**src/sv/gf2re_pkg.sv**
```systemverilog
// gf2re_pkg: shared types and constants for the GF(2) row elimination block.
// No dependencies; compiled first.
`default_nettype none

package gf2re_pkg;

	// Row width handled by the cell chain (2..64); one cell per column.
	localparam int ROW_BITS = 64;

	// Fixed field widths of the request and response payloads.
	localparam int DATA_W = 64;
	localparam int COL_W  = 6;

	localparam logic [DATA_W-1:0] ROW_MASK =
		(ROW_BITS >= DATA_W) ? {DATA_W{1'b1}} :
		((DATA_W'(1) << ROW_BITS) - DATA_W'(1));

	typedef enum logic [1:0] {
		OP_REDUCE = 2'd0,
		OP_LOAD   = 2'd1,
		OP_READ   = 2'd2
	} op_t;

	typedef enum logic [1:0] {
		ST_ZERO      = 2'd0,
		ST_INSTALLED = 2'd1,
		ST_LOAD      = 2'd2,
		ST_READ      = 2'd3
	} status_t;

	// Token handed from cell to cell. hit marks that the outcome is settled
	// (row installed, loaded, or slot found); later cells pass it unchanged.
	typedef struct packed {
		logic              vld;
		logic [1:0]        op;
		logic [DATA_W-1:0] row;
		logic [COL_W-1:0]  col;
		logic              hit;
	} tok_t;

endpackage

`default_nettype wire

```
**src/sv/gf2re_cell.sv**
```systemverilog
// gf2re_cell: one column of the elimination chain; holds the eliminator slot
// for its column and registers the token for the next cell. Uses gf2re_pkg.
`default_nettype none

module gf2re_cell (
	input  wire logic                          clk,
	input  wire logic                          arst_n,
	input  wire logic                          en,
	input  wire logic [gf2re_pkg::COL_W-1:0]   cell_col,
	input  wire gf2re_pkg::tok_t               tok_i,
	output gf2re_pkg::tok_t                    tok_o
);

	logic [gf2re_pkg::DATA_W-1:0] elim_q;
	logic                         slot_vld_q;
	logic                         tok_vld_q;
	gf2re_pkg::tok_t              tok_q;
	gf2re_pkg::tok_t              nxt;
	logic                         wr;

	always_comb begin
		nxt = tok_i;
		wr  = 1'b0;
		if (tok_i.vld && !tok_i.hit) begin
			case (tok_i.op)
				gf2re_pkg::OP_REDUCE: begin
					// lower columns are already clear, so bit cell_col is the lead
					if (tok_i.row[cell_col]) begin
						if (slot_vld_q) begin
							nxt.row = tok_i.row ^ elim_q;
						end else begin
							wr      = 1'b1;
							nxt.hit = 1'b1;
							nxt.col = cell_col;
						end
					end
				end
				gf2re_pkg::OP_LOAD: begin
					// first set bit seen along the chain is the lead column
					if (tok_i.row[cell_col]) begin
						wr      = 1'b1;
						nxt.hit = 1'b1;
						nxt.col = cell_col;
					end
				end
				gf2re_pkg::OP_READ: begin
					if (tok_i.col == cell_col && slot_vld_q) begin
						nxt.hit = 1'b1;
						nxt.row = elim_q;
					end
				end
				default: begin
				end
			endcase
		end
	end

	always_ff @(posedge clk or negedge arst_n) begin
		if (!arst_n) begin
			tok_vld_q  <= 1'b0;
			slot_vld_q <= 1'b0;
		end else if (en) begin
			tok_vld_q <= nxt.vld;
			if (wr) begin
				slot_vld_q <= 1'b1;
			end
		end
	end

	always_ff @(posedge clk) begin
		if (en) begin
			tok_q <= nxt;
			if (wr) begin
				elim_q <= tok_i.row;
			end
		end
	end

	always_comb begin
		tok_o     = tok_q;
		tok_o.vld = tok_vld_q;
	end

endmodule

`default_nettype wire

```
**config.mk**
```make
export PLATFORM = sky130hd
export DESIGN_NAME = gf2re_cell
export DESIGN_NICKNAME = d
export VERILOG_FILES = /design/src/sv/gf2re_pkg.sv /design/src/sv/gf2re_cell.sv
export SDC_FILE = /design/constraint.sdc
export NUM_CORES = 1
export LEC_CHECK = 0
export BUFFER_PORTS_ARGS = -buffer_cell sky130_fd_sc_hd__buf_2
export CAP_MARGIN = 20
export CORE_MARGIN = 2
export CORE_UTILIZATION = 30
export CTS_CLUSTER_DIAMETER = 80
export DETAILED_ROUTE_END_ITERATION = 10
export GPL_TIMING_DRIVEN = 1
export PLACE_DENSITY = 0.55
export SLEW_MARGIN = 10
export SYNTH_ARGS = -nofsm -noshare
export SYNTH_HDL_FRONTEND = slang
export SYNTH_SLANG_ARGS = --single-unit
```
**constraint.sdc**
```tcl
create_clock -name clk -period 4.25 [get_ports clk]
set_input_delay 0.6375 -clock clk [delete_from_list [all_inputs] [get_ports clk]]
set_output_delay 0.6375 -clock clk [all_outputs]
set_load 0.01 [all_outputs]
```
==> out/results.ini <==
[run_status]
run_status = finished, final reports clean

[power]
powerDensity_mw_per_mm2 = 408
peakVddDrop_mv = 0.261
p_leak_nw = 3.53

[clocking]
path_clk_slew_ns = 0.07
clkLatencyLatePin_ns = 0.43
hold_buffers = 1
cts-resized-gates = 0
clock_path_buffers = 2
clockRootBuffer = clkbuf_16
cts_tree = done
cts_setup_buffers = 0
htreeDepth = 4
clock_sinks = 139
numCtsBuffers = 17

[routing]
drt.antenna.violating_nets = 0
drt-vias-per-instance = 5.30
vias = 5756
drc = 0
drtIter0Drc = 569
first_pass_iters = 5
routed_wl_um = 22200
wl_per_cell_um = 20.4

[worst_setup_path]
cp_max_fo = 36
worstPathRequired_ns = 4.37
r2r_start = slot_vld_q
r2r_cells = 7
worstReg2RegEnd = tok_o[31]
start_kind = input port
cp_data_arrival_time_ns = 3.62
critPathKind = in -> reg
endpoint_kind = register
ff2ff_setup_slack_ns = 1.12

[yosys]
synth_async_sr_flop_share_pct = 1.44
ys_ff_latch = 139
synth-edff-count = 137
syn_area_mm2 = 0.00720
syn_inst = 613
synth.area.top_cells = edfxtp_1, nand2_1, o211a_1, a31oi_1, a21o_1
synth_flop_cell = edfxtp_1
seq_area_frac_synth_pct = 57.8
yosysMostFrequentCell = edfxtp_1
synth_common_cells = edfxtp_1, nand2_1, a21oi_1, o21ai_0, a31oi_1
synth_top_area_share_pct = 57.1
avgSynthCellArea_um2 = 11.7
yosysWarnings = 0
synth.distinct_cells = 43
yosysTopAreaCell = edfxtp_1
syn_nets = 696

[global_route]
grt_pass1_vias = 5582
grt_max_degree = 75
grt_use_total_pct = 17.6
grt_pass1_wl_um = 34000
antenna_found_initial = 5
grt_overflow_total = 0

[sta]
max_clock_freq_mhz = 285
setup_viol = 0
fin_setup_tns_ns = 0
finalWorstSetupSlack_ns = 0.747
period_minus_slack_ns = 3.50
period_share_pct = 82.4
fin_worst_skew_ns = 0.0106
worst_pin_slew_ns = 0.995
slew_violations = 0
relSlewSlack_pct = 33.6
hold_viol_final = 0
grt_setup_unrepaired = false

[hold_path]
holdPathEnd = elim_q[58]
hp-class = in -> reg
hp-start = tok_i[65]
hold_depth = 1

[final_layout]
final_area_mm2 = 0.00895
layout-drive-gt1-share_pct = 29.5
synthToLayoutAreaGrowth_pct = 24.3
finalNonFillerCells = 1086
final_util_pct = 38.0
finalNetCount = 833

[die]
core_mm2 = 0.0235
die_width_um = 159
dieHeight_um = 159
boundaryPins = 157
dieArea_mm2 = 0.0253
start_util_pct = 30.6
fp-row-count = 56

[placement]
gp_congestion = 0.819
dp_hpwl_um = 14500
placed_cell_area_mm2 = 0.00832
placedCellCount = 1049
io_buffer_count = 156
place_ws_ns = 0.352

[flow_run]
maxCapViolations = 0

state kept, by name, indices dropped and copies added (netlist names):
signal and flops:
tok_vld_q 1, tok_o 73, slot_vld_q 1, elim_q 64
metrics by stage:
stage | power (mW) | hold WS [ns]
after CTS | 3.69 | 0.408
after detailed placement | 2.12 | 0.440
final | 3.65 | 0.426
after global placement | 2.12 | 0.441
after floorplan | 1.90 | 0.342
after global routing | 3.79 | 0.416
cells by family after synthesis:
| group | count (synthesis) | synth area share [%] |
|---|---|---|
| AND/OR/NAND/NOR | 138 | 8.29 |
| XOR/XNOR | 6 | 0.730 |
| AO/OA/AOI/OAI | 242 | 22.6 |
| multiplexers | 30 | 6.78 |
| buffers and inverters | 58 | 3.82 |
| flip-flops | 139 | 57.8 |
cell usage in the layout, fill, tap and decap left out, types with 2 or more instances in the layout:
cell	count
o21ai_0	43
o22ai_1	22
clkbuf_16	17
diode_2	4
nor2b_1	3
a211oi_1	2
mux2_2	2
mux4_1	4
mux4_2	8
nand4_1	12
a22oi_1	6
a21oi_1	47
o211a_1	32
clkinvlp_4	5
nand2_1	101
mux2i_1	12
mux2_4	4
nor2_1	6
a32o_1	11
inv_6	4
a31oi_1	42
buf_12	4
inv_1	4
xnor2_1	6
nand3_1	2
bufinv_16	3
buf_4	12
buf_2	155
edfxtp_1	137
a21o_1	32
dfrtp_1	2
power by group:
| group | leakage [nW] | switching (mW) | internal [mW] |
|---|---|---|---|
| registers | 1.32 | 0.0245 | 1.59 |
| clock network | 0.283 | 0.626 | 0.932 |
| logic | 1.94 | 0.285 | 0.193 |
critical path, stage by stage:
cell,delay (ns)
buf_2,0.59
mux4_1,0.41
mux4_2,0.24
nor2_1,0.04
nor4_1,0.72
or2_1,0.22
and3_4,0.25
and2_2,0.22
buf_12,0.24
final cells by class:
| type | count | area, um^2 |
|---|---|---|
| antenna | 4 | 10.0 |
| clock buffer | 17 | 425 |
| clock inverter | 15 | 186 |
| fill | 2372 | 14600 |
| inverter | 4 | 15.0 |
| multi-input combinational | 416 | 2790 |
| sequential | 139 | 4160 |
| tap | 319 | 399 |
| timing repair buffer | 172 | 956 |
layer usage:
layer	vias up	track usage [%]	share of wire [%]
met2	164	27.4	48
met5	-	0	0.059
met3	18	4.08	4.6
met4	2	6.24	1.3
met1	2874	24.0	46
li1	2698	-	-
how the worst max path moves through the flow:
| stage | start | to | slack (ns) | cells past startpoint |
|---|---|---|---|---|
| 4_1_cts | cell_col[1] | elim_q[0] | 0.79 | 9 |
| 3_5_place_dp | cell_col[1] | elim_q[22] | 0.35 | 9 |
| 6_report | cell_col[1] | elim_q[22] | 0.75 | 9 |
| 3_3_place_gp | cell_col[1] | elim_q[57] | 0.40 | 9 |
| 2_1_floorplan | cell_col[1] | elim_q[0] | 0.58 | 12 |
| 5_1_grt | cell_col[1] | elim_q[22] | 0.59 | 9 |
(Power assumes the default switching activity.)
